File: src/rtl/agkf_pkg.sv
`default_nettype none
// ----------------------------------------------------------------------------
// agkf_pkg: shared types, constants and arithmetic helpers
// Holds the port payload types, the arithmetic unit's request and response
// types, and the step program that the filter sequencer runs for each sample.
// ----------------------------------------------------------------------------
package agkf_pkg;

    // Port payloads.
    typedef struct packed {
        logic signed [31:0] accel_angle;
        logic signed [31:0] gyro_rate;
    } t_in_item;

    typedef struct packed {
        logic signed [31:0] angle_out;
        logic signed [31:0] rate_out;
    } t_out_item;

    // Configuration register indexes.
    typedef enum logic [2:0] {
        CFG_TIME_STEP     = 3'd0,
        CFG_ANGLE_NOISE   = 3'd1,
        CFG_RATE_NOISE    = 3'd2,
        CFG_MEASURE_NOISE = 3'd3,
        CFG_GYRO_OFFSET   = 3'd4
    } t_cfg_idx;

    localparam int INT_FRAC = 24;
    localparam logic signed [47:0] MAX48 = 48'sh7FFF_FFFF_FFFF;
    localparam logic signed [47:0] MIN48 = 48'sh8000_0000_0000;
    localparam logic signed [47:0] ONE_Q24 = 48'sh0000_0100_0000;
    // 180/pi in Q24.24.
    localparam logic signed [47:0] DEG_PER_RAD_Q24 = 48'sd961263669;

    typedef enum logic [1:0] {
        OP_ADD = 2'd0,
        OP_SUB = 2'd1,
        OP_MUL = 2'd2,
        OP_DIV = 2'd3
    } t_op;

    // Operand sources and result destinations of the step program.
    typedef enum logic [4:0] {
        SRC_ZERO = 5'd0,
        SRC_ACC  = 5'd1,
        SRC_GYR  = 5'd2,
        SRC_OFF  = 5'd3,
        SRC_DT   = 5'd4,
        SRC_QA   = 5'd5,
        SRC_QG   = 5'd6,
        SRC_R    = 5'd7,
        SRC_ANG  = 5'd8,
        SRC_BIAS = 5'd9,
        SRC_DPR  = 5'd10,
        SRC_P00  = 5'd11,
        SRC_P01  = 5'd12,
        SRC_P10  = 5'd13,
        SRC_P11  = 5'd14,
        SRC_T    = 5'd15,
        SRC_TB   = 5'd16,
        SRC_PRED = 5'd17,
        SRC_ERR  = 5'd18,
        SRC_K0   = 5'd19,
        SRC_K1   = 5'd20
    } t_src;

    typedef struct packed {
        t_op  op;
        t_src a;
        t_src b;
        t_src dst;
        logic last;
    } t_step;

    typedef struct packed {
        logic             start;
        t_op              op;
        logic signed [47:0] a;
        logic signed [47:0] b;
    } t_alu_req;

    typedef struct packed {
        logic             done;
        logic signed [47:0] result;
    } t_alu_rsp;

    localparam int PROG_LEN = 30;
    localparam int PC_W = $clog2(PROG_LEN);

    function automatic t_step mk(t_op op, t_src dst, t_src a, t_src b, logic last);
        t_step s;
        s.op   = op;
        s.a    = a;
        s.b    = b;
        s.dst  = dst;
        s.last = last;
        return s;
    endfunction

    // One sample: predict, propagate covariance, find gains, correct.
    function automatic t_step prog_step(logic [PC_W-1:0] pc);
        t_step s;
        case (pc)
            5'd0:  s = mk(OP_SUB, SRC_T,    SRC_GYR,  SRC_OFF, 1'b0);
            5'd1:  s = mk(OP_MUL, SRC_T,    SRC_T,    SRC_DT,  1'b0);
            5'd2:  s = mk(OP_MUL, SRC_T,    SRC_T,    SRC_DPR, 1'b0);
            5'd3:  s = mk(OP_SUB, SRC_PRED, SRC_ANG,  SRC_T,   1'b0);
            5'd4:  s = mk(OP_SUB, SRC_T,    SRC_QA,   SRC_P01, 1'b0);
            5'd5:  s = mk(OP_SUB, SRC_T,    SRC_T,    SRC_P10, 1'b0);
            5'd6:  s = mk(OP_SUB, SRC_TB,   SRC_ZERO, SRC_P11, 1'b0);
            5'd7:  s = mk(OP_MUL, SRC_T,    SRC_T,    SRC_DT,  1'b0);
            5'd8:  s = mk(OP_ADD, SRC_P00,  SRC_P00,  SRC_T,   1'b0);
            5'd9:  s = mk(OP_MUL, SRC_T,    SRC_TB,   SRC_DT,  1'b0);
            5'd10: s = mk(OP_ADD, SRC_P01,  SRC_P01,  SRC_T,   1'b0);
            5'd11: s = mk(OP_ADD, SRC_P10,  SRC_P10,  SRC_T,   1'b0);
            5'd12: s = mk(OP_MUL, SRC_T,    SRC_QG,   SRC_DT,  1'b0);
            5'd13: s = mk(OP_ADD, SRC_P11,  SRC_P11,  SRC_T,   1'b0);
            5'd14: s = mk(OP_SUB, SRC_ERR,  SRC_ACC,  SRC_PRED, 1'b0);
            5'd15: s = mk(OP_ADD, SRC_TB,   SRC_R,    SRC_P00, 1'b0);
            5'd16: s = mk(OP_DIV, SRC_K0,   SRC_P00,  SRC_TB,  1'b0);
            5'd17: s = mk(OP_DIV, SRC_K1,   SRC_P10,  SRC_TB,  1'b0);
            // Gain corrections use the covariance before correction, so the
            // rows are ordered such that each old entry is read before it changes.
            5'd18: s = mk(OP_MUL, SRC_T,    SRC_K1,   SRC_P00, 1'b0);
            5'd19: s = mk(OP_SUB, SRC_P10,  SRC_P10,  SRC_T,   1'b0);
            5'd20: s = mk(OP_MUL, SRC_T,    SRC_K1,   SRC_P01, 1'b0);
            5'd21: s = mk(OP_SUB, SRC_P11,  SRC_P11,  SRC_T,   1'b0);
            5'd22: s = mk(OP_MUL, SRC_T,    SRC_K0,   SRC_P01, 1'b0);
            5'd23: s = mk(OP_SUB, SRC_P01,  SRC_P01,  SRC_T,   1'b0);
            5'd24: s = mk(OP_MUL, SRC_T,    SRC_K0,   SRC_P00, 1'b0);
            5'd25: s = mk(OP_SUB, SRC_P00,  SRC_P00,  SRC_T,   1'b0);
            5'd26: s = mk(OP_MUL, SRC_T,    SRC_K1,   SRC_ERR, 1'b0);
            5'd27: s = mk(OP_ADD, SRC_TB,   SRC_BIAS, SRC_T,   1'b0);
            5'd28: s = mk(OP_MUL, SRC_T,    SRC_K0,   SRC_ERR, 1'b0);
            5'd29: s = mk(OP_ADD, SRC_PRED, SRC_PRED, SRC_T,   1'b1);
            default: s = mk(OP_ADD, SRC_ZERO, SRC_ZERO, SRC_ZERO, 1'b1);
        endcase
        return s;
    endfunction

    function automatic logic [47:0] mag48(logic signed [47:0] v);
        return v[47] ? (48'd0 - 48'(v)) : 48'(v);
    endfunction

    function automatic logic signed [47:0] sat48(logic signed [48:0] s);
        logic signed [47:0] r;
        if (s[48] != s[47]) begin
            r = s[48] ? MIN48 : MAX48;
        end else begin
            r = s[47:0];
        end
        return r;
    endfunction

    // Applies a sign to a magnitude and saturates to the 48-bit range.
    function automatic logic signed [47:0] sat_sign(logic [72:0] m, logic neg);
        logic signed [47:0] r;
        if (neg) begin
            r = (m > 73'h8000_0000_0000) ? MIN48 : (48'd0 - m[47:0]);
        end else begin
            r = (m > 73'h7FFF_FFFF_FFFF) ? MAX48 : m[47:0];
        end
        return r;
    endfunction

endpackage
`default_nettype wire

File: src/rtl/agkf_alu.sv
`default_nettype none
// ----------------------------------------------------------------------------
// agkf_alu: shared saturating Q24.24 arithmetic unit
// Add and subtract with the result registered, multiply from four 24x24
// partial products, divide by restoring division one quotient bit per cycle.
// ----------------------------------------------------------------------------
module agkf_alu (
    input  wire                 i_clk,
    input  wire                 i_rst_n,
    input  agkf_pkg::t_alu_req  i_req,
    output agkf_pkg::t_alu_rsp  o_rsp
);

    localparam int DIV_STEPS = 72;

    logic               r_busy, n_busy;
    agkf_pkg::t_op      r_op, n_op;
    logic [6:0]         r_cnt, n_cnt;
    logic               r_neg, n_neg;
    logic [47:0]        r_ma, n_ma;
    logic [47:0]        r_mb, n_mb;
    logic [96:0]        r_acc, n_acc;
    logic [47:0]        r_prod, n_prod;
    logic [47:0]        r_rem, n_rem;
    logic [47:0]        r_q, n_q;
    logic               r_ovf, n_ovf;
    logic [71:0]        r_dvd, n_dvd;
    logic               r_done, n_done;
    logic signed [47:0] r_res, n_res;

    logic [23:0] w_pa, w_pb;
    logic [48:0] w_trial;
    logic [48:0] w_sum;
    logic [72:0] w_qm;

    assign o_rsp.done   = r_done;
    assign o_rsp.result = r_res;

    always_comb begin
        w_pa    = r_cnt[2] ? r_ma[47:24] : r_ma[23:0];
        w_pb    = r_cnt[1] ? r_mb[47:24] : r_mb[23:0];
        w_trial = {r_rem, r_dvd[71]};
        w_qm    = (r_ovf || r_q[47]) ? 73'h1_0000_0000_0000 : {25'd0, r_q};
        if (i_req.op == agkf_pkg::OP_SUB) begin
            w_sum = {i_req.a[47], i_req.a} - {i_req.b[47], i_req.b};
        end else begin
            w_sum = {i_req.a[47], i_req.a} + {i_req.b[47], i_req.b};
        end

        n_busy = r_busy;
        n_op   = r_op;
        n_cnt  = r_cnt;
        n_neg  = r_neg;
        n_ma   = r_ma;
        n_mb   = r_mb;
        n_acc  = r_acc;
        n_prod = r_prod;
        n_rem  = r_rem;
        n_q    = r_q;
        n_ovf  = r_ovf;
        n_dvd  = r_dvd;
        n_done = 1'b0;
        n_res  = r_res;

        if (!r_busy && i_req.start) begin
            n_op  = i_req.op;
            n_neg = i_req.a[47] ^ i_req.b[47];
            n_ma  = agkf_pkg::mag48(i_req.a);
            n_mb  = agkf_pkg::mag48(i_req.b);
            n_cnt = '0;
            case (i_req.op)
                agkf_pkg::OP_ADD, agkf_pkg::OP_SUB: begin
                    n_res  = agkf_pkg::sat48($signed(w_sum));
                    n_done = 1'b1;
                end
                agkf_pkg::OP_MUL: begin
                    // Rounding constant for the final drop of 24 fraction bits.
                    n_acc  = 97'd1 << (agkf_pkg::INT_FRAC - 1);
                    n_busy = 1'b1;
                end
                agkf_pkg::OP_DIV: begin
                    if (i_req.b == '0) begin
                        n_res  = '0;
                        n_done = 1'b1;
                    end else begin
                        n_dvd  = {agkf_pkg::mag48(i_req.a), 24'd0};
                        n_rem  = '0;
                        n_q    = '0;
                        n_ovf  = 1'b0;
                        n_busy = 1'b1;
                    end
                end
                default: begin
                    n_done = 1'b1;
                end
            endcase
        end else if (r_busy) begin
            if (r_op == agkf_pkg::OP_MUL) begin
                if (r_cnt == 7'd8) begin
                    n_res  = agkf_pkg::sat_sign(r_acc[96:24], r_neg);
                    n_done = 1'b1;
                    n_busy = 1'b0;
                end else begin
                    if (!r_cnt[0]) begin
                        n_prod = w_pa * w_pb;
                    end else begin
                        case ({1'b0, r_cnt[2]} + {1'b0, r_cnt[1]})
                            2'd0:    n_acc = r_acc + {49'd0, r_prod};
                            2'd1:    n_acc = r_acc + {25'd0, r_prod, 24'd0};
                            default: n_acc = r_acc + {1'b0, r_prod, 48'd0};
                        endcase
                    end
                    n_cnt = r_cnt + 7'd1;
                end
            end else begin
                if (r_cnt == 7'(DIV_STEPS)) begin
                    n_res  = agkf_pkg::sat_sign(w_qm, r_neg);
                    n_done = 1'b1;
                    n_busy = 1'b0;
                end else begin
                    if (w_trial >= {1'b0, r_mb}) begin
                        n_rem = 48'(w_trial - {1'b0, r_mb});
                        n_q   = {r_q[46:0], 1'b1};
                    end else begin
                        n_rem = w_trial[47:0];
                        n_q   = {r_q[46:0], 1'b0};
                    end
                    // Any quotient bit at or above bit 47 means saturation.
                    n_ovf = r_ovf | r_q[47];
                    n_dvd = {r_dvd[70:0], 1'b0};
                    n_cnt = r_cnt + 7'd1;
                end
            end
        end
    end

    always_ff @(posedge i_clk) begin
        if (!i_rst_n) begin
            r_busy <= 1'b0;
            r_done <= 1'b0;
        end else begin
            r_busy <= n_busy;
            r_done <= n_done;
        end
        r_op   <= n_op;
        r_cnt  <= n_cnt;
        r_neg  <= n_neg;
        r_ma   <= n_ma;
        r_mb   <= n_mb;
        r_acc  <= n_acc;
        r_prod <= n_prod;
        r_rem  <= n_rem;
        r_q    <= n_q;
        r_ovf  <= n_ovf;
        r_dvd  <= n_dvd;
        r_res  <= n_res;
    end

endmodule
`default_nettype wire
File: config.mk
export PLATFORM = sky130hd
export DESIGN_NAME = agkf_alu
export DESIGN_NICKNAME = d
export VERILOG_FILES = /design/src/rtl/agkf_pkg.sv /design/src/rtl/agkf_alu.sv
export SDC_FILE = /design/constraint.sdc
export NUM_CORES = 2
export LEC_CHECK = 0
export BUFFER_PORTS_ARGS = -buffer_cell sky130_fd_sc_hd__clkbuf_2
export CAP_MARGIN = 20
export CELL_PAD_IN_SITES_DETAIL_PLACEMENT = 0
export CELL_PAD_IN_SITES_GLOBAL_PLACEMENT = 1
export CORE_ASPECT_RATIO = 1.2
export CORE_MARGIN = 2
export CORE_UTILIZATION = 54
export DETAILED_ROUTE_END_ITERATION = 8
export PLACE_DENSITY = 0.93
export SLEW_MARGIN = 5
export SYNTH_ARGS = -nofsm -noshare
export SYNTH_HDL_FRONTEND = slang
export SYNTH_SLANG_ARGS = --single-unit
File: constraint.sdc
create_clock -name i_clk -period 13.1 [get_ports i_clk]
set_clock_uncertainty 0.1 [all_clocks]
set_input_delay 1.31 -clock i_clk [delete_from_list [all_inputs] [get_ports i_clk]]
set_output_delay 1.31 -clock i_clk [all_outputs]
set_load 0.02 [all_outputs]
; Word level (Yosys, flattened, before mapping)
; Index checks and enable logic that the tools add are counted.
[word_totals]
reg_bits = 470
input_bits = 101
wordCells = 145
[classes]
n_addsub = 12
multipliers = 1
magnitude_cmp = 5
n_eq_ne = 21
mux = 69
bitwise = 5
n_reduce_logical = 17
[op_table]
columns = op, count
row1 = 2-to-1 mux 48 bit, 26
row2 = 2-to-1 mux 97 bit, 6
row3 = 2-to-1 mux 72 bit, 6
row4 = one-hot mux 97 bit (2 select lines), 1
row5 = "subtractor 1 x 48 -> 48 bit, first input constant", 4
row6 = 2-to-1 mux 49 bit, 2
row7 = adder 97 x 48 -> 97 bit, 1
row8 = adder 97 x 72 -> 97 bit, 1
row9 = adder 97 x 96 -> 97 bit, 1
row10 = one-hot mux 48 bit (2 select lines), 1
row11 = "greater-than comparator 73 x 47 -> 1 bit, second input constant", 1
row12 = "greater-than comparator 73 x 48 -> 1 bit, second input constant", 1
row13 = adder 48 x 48 -> 49 bit, 1
row14 = greater-or-equal comparator 49 x 48 -> 1 bit, 1
row15 = "greater-than comparator 49 x 47 -> 1 bit, second input constant", 1
row16 = "greater-than comparator 49 x 48 -> 1 bit, second input constant", 1
row17 = subtractor 48 x 48 -> 49 bit, 1
row18 = zero test 48 bit, 1
row19 = multiplier 24 x 24 -> 48 bit, 1
row20 = 2-to-1 mux 24 bit, 2
row21 = subtractor 48 bit, 1
row22 = 2-to-1 mux 47 bit, 1
row23 = 2-to-1 mux 7 bit, 3
row24 = AND reduction 5 bit, 4
row25 = 26 further kinds, 61

; Logic depth before layout (Yosys ltp)
[logic_depth]
word_depth = 9
ltp_mapped = 31
ltp_nobuf = 28

; Worst setup path after synthesis
; Ideal clock, no wire load.
[synth_path]
path_kind = register to register
from = register r_cnt[2]
to = register r_prod[41] (data pin)
arrival_time_ns = 8.135
required_time_ns = 12.735
path_slack_ns = 4.600
path_stages_with_launch = 30
n_path_buf = 3
period_less_slack_ns = 8.500
cell_sequence = dfxtp_1 > clkbuf_1 > clkbuf_1 > mux2i_1 > clkbuf_1 > nor2_1 > fa_1 > inv_1 > fa_1 > inv_1 > fa_1 > inv_1 > fa_1 > inv_1 > fa_1 > fa_1 > inv_1 > fa_1 > inv_1 > ha_1 > and3_1 > nand2_1 > or2_2 > or3_1 > o21ai_0 > a21boi_0 > o31ai_1 > a21oi_1 > o21ai_0 > xor2_1
[synth_via]
elab_chain_len = 2
[synth_lines]
columns = element, line
row1 = start: declaration, agkf_alu.sv:18  ; logic [6:0] r_cnt, n_cnt;
row2 = start signal: assignment, agkf_alu.sv:146  ; r_cnt <= n_cnt;
row3 = 2-to-1 mux 24 bit, agkf_alu.sv:40  ; w_pa = r_cnt[2] ? r_ma[47:24] : r_ma[23:0];
row4 = multiplier 24 x 24 -> 48 bit, agkf_alu.sv:105  ; n_prod = w_pa * w_pb;
row5 = end signal: assignment, agkf_alu.sv:151  ; r_prod <= n_prod;
row6 = end: declaration, agkf_alu.sv:23  ; logic [47:0] r_prod, n_prod;
; No other way between the ends.
; A chain may end at the register's enable or synchronous reset.

; Final worst setup path
; Ends and elaborated chain as after synthesis.

==> flow_summary_export.csv <==
group,metric,value,unit
global_routing,grt_max_degree,197,
clocking,clk_path_buf_depth,3,
synthesis,async_flop_share,0,%
synthesis,yosysTopAreaCell,"edfxtp_1",
global_routing,globalRoute.totalOverflow,0,
final_layout,layout-drive-gt1-share,6.894,%
floorplan,dieArea,111700,sq um
clocking,htreeDepth,2,
synthesis,netlist_instances,7041,
global_routing,grtUsageMet1,48.10,%
worst_setup_path,setup.worst_path.end_class,"flip-flop",
floorplan,dieWidth,305.5,um
route,drc,0,
timing,drv_slew,0,
final_layout,fin_nets,8033,
timing,tns,0,ps
floorplan,core,108000,sq um
clocking,cts_hold_buf,0,
timing,rsz0062_at_grt,"no",
place,io_buffers,149,
global_routing,antenna_found_initial,18,
clocking,postCtsSetupRepairBufs,0,
synthesis,synth_edf_count,437,
route,antenna_left,0,
route,drt-total-wl,227.6,mm
place,place_hpwl,176.3,mm
route,vias,55350,
worst_setup_path,cp-start-kind,"flip-flop",
synthesis,ys.warnings.count,0,
worst_setup_path,path_max_fanout,36,
synthesis,synth_ff_type,"edfxtp_1",
synthesis,syn_area,58890,sq um
global_routing,grt_pass1_vias,54400,
job,drv_cap,0,
synthesis,post_synth.cell_area_avg,8.363,sq um
synthesis,synth_top_area_share,22.28,%
route,viasPerCell,6.524,
floorplan,io_pins,150,
global_routing,grt.busiest_layer,"met2",
final_layout,area_delta_synth_final,7.054,%
final_layout,fill_cells,9764,
clocking,cts_tree,"yes",
place,gp_congestion,1.081,
place,pre_cts_slack,3551,ps
route,drtIter0Drc,6633,
timing,finalHoldViolations,0,
worst_setup_path,required,13410,ps
synthesis,yosysSeqAreaShare,22.59,%
global_routing,met3_usage,7.491,%
floorplan,initial_utilization,54.52,%
global_routing,grtUsageTotal,40.25,%
timing,min_period,9505,ps
clocking,numCtsBuffers,53,
clocking,cts_num_sinks,446,
clocking,clk-insertion-delay-late,690,ps
clocking,postCtsResizedCells,0,
global_routing,grt_util_met2,64.50,%
route,firstDrtPassIters,8,
timing,relSlewSlack,1.279,%
synthesis,synth_seq_cells,446,
worst_setup_path,crit_arrival,9810,ps
synthesis,synth_top_cells_by_count,"nand2_1, inv_1, nor2_1",
timing,fin_crit_sh,72.56,%
synthesis,synth_nets,8054,
timing,fmax,0.1052,GHz
clocking,clk_pin_slew,70,ps
floorplan,num_rows,132,
route,post_drt_wl_per_cell,26.83,um
clocking,clockRootBuffer,"clkbuf_16",
timing,worst_slew_pin_slew,1481,ps
run_status,status,"complete, no violations",
timing,worst_slack,3595,ps
worst_hold_path,min-delay-path-class,"reg -> reg",
synthesis,yosysMostFrequentCell,"nand2_1",
timing,setup_viol,0,
global_routing,grt_pass1_wl,340.1,mm
synthesis,yosysUniqueCellTypes,89,
synthesis,synth.area.top_cells,"edfxtp_1, fa_1, ha_1, nand2_1, inv_1",
worst_setup_path,crit_type,"reg -> reg",
floorplan,fp.dieH,365.7,um
[logic make-up (layout without fill, tap and decap cells)]
kind of cell / after synthesis / count (layout) / synth area share [%]
compound gates: 1668 / 1668 / 18.26
xor+xnor: 436 / 436 / 6.485
fa+ha+maj: 912 / 912 / 25.59
buf+inv: 1063 / 1086 / 6.803
flops: 446 / 446 / 22.59
mux: 86 / 86 / 1.543
other cells: 0 / 14 / 0
simple gates: 2430 / 2430 / 18.74
[sequential cells by signal (all words and copies together), names as in the netlist]
name and cells:
r_ma 48, r_rem 48, r_dvd 48, r_res 48
r_op 2, r_neg 1, r_mb 48, r_q 48
r_done 1, r_acc 97, r_prod 48, r_cnt 7
r_ovf 1, r_busy 1
[path summary, 6_finish.rpt]
check | start | to | slack, ps | depth (start not counted)
worst max register to register | r_cnt[2]$_SDFFE_PP0P_ | r_prod[41]$_DFFE_PP_ | 3590 | 26
worst min register to register | r_dvd[38]$_DFFE_PP_ | r_dvd[39]$_DFFE_PP_ | 400 | 2
worst max-delay path | r_cnt[2]$_SDFFE_PP0P_ | r_prod[41]$_DFFE_PP_ | 3590 | 26
worst min-delay path | r_dvd[38]$_DFFE_PP_ | r_dvd[39]$_DFFE_PP_ | 400 | 2
[critical path, cell delays in order, from the launching register on]
cell and delay [ps]:
dfxtp_2 660, buf_4 550, mux2i_1 780, buf_4 300
nor2_1 70, fa_1 490, inv_1 60, fa_1 560
inv_1 60, fa_1 520, fa_1 440, fa_1 520
fa_1 540, inv_1 50, fa_1 530, inv_1 50
ha_1 400, nand2_1 80, or2_2 310, or3_1 340
o21ai_0 560, a21boi_0 210, clkbuf_4 230, o31ai_1 300
a21oi_1 160, o21ai_0 210, xor2_1 90
[stage by stage]
step / hold WS (ps) / util [%] / cell area, sq um / cells
final: 403.9 / 58.36 / 63040 / 8485
after global routing: 427.6 / 58.35 / 63030 / 8480
after CTS: 409.6 / 58.24 / 62910 / 8461
after detailed placement: 405.0 / 56.57 / 61100 / 8362
after global placement: 393.4 / 56.54 / 61070 / 8359
after floorplan: 390.6 / - / 58890 / 7041
[placed cells by master, fill, tap and decap left out, types with 79 or more instances in the layout]
cell,netlist,layout
xor2_1,173,173
inv_1,699,698
a31oi_1,80,79
ha_1,425,423
clkbuf_2,0,149
and2_1,84,84
fa_1,487,487
o21ai_0,310,305
buf_4,2,125
nor3_1,143,141
nand2_1,933,933
nand4_1,115,115
nor2_1,697,694
a21oi_1,477,477
a21o_1,147,147
edfxtp_1,437,437
nand3_1,105,105
xnor2_1,263,262
[metal layers]
metal	share of wire (%)	wire length, um
met5	0.011	26
met4	9.4	21490
met3	9.1	20670
met2	46	103600
met1	36	81840
[cell type report]
cell class | instances | area (sq um) | area share, %
flip-flops and latches | 446 | 13310 | 21.11
repair buffers | 284 | 1783 | 2.828
well taps | 1407 | 1760 | 2.793
clock inverters | 44 | 467.9 | 0.7423
diodes | 14 | 35.03 | 0.05557
clock buffers | 55 | 1334 | 2.116
multi-input cells | 5532 | 41710 | 66.16
inverters | 703 | 2646 | 4.198
Power is left out: the tool's default activity adds up to more than one toggle a clock period on the data nets, which glitch-free logic cannot reach.
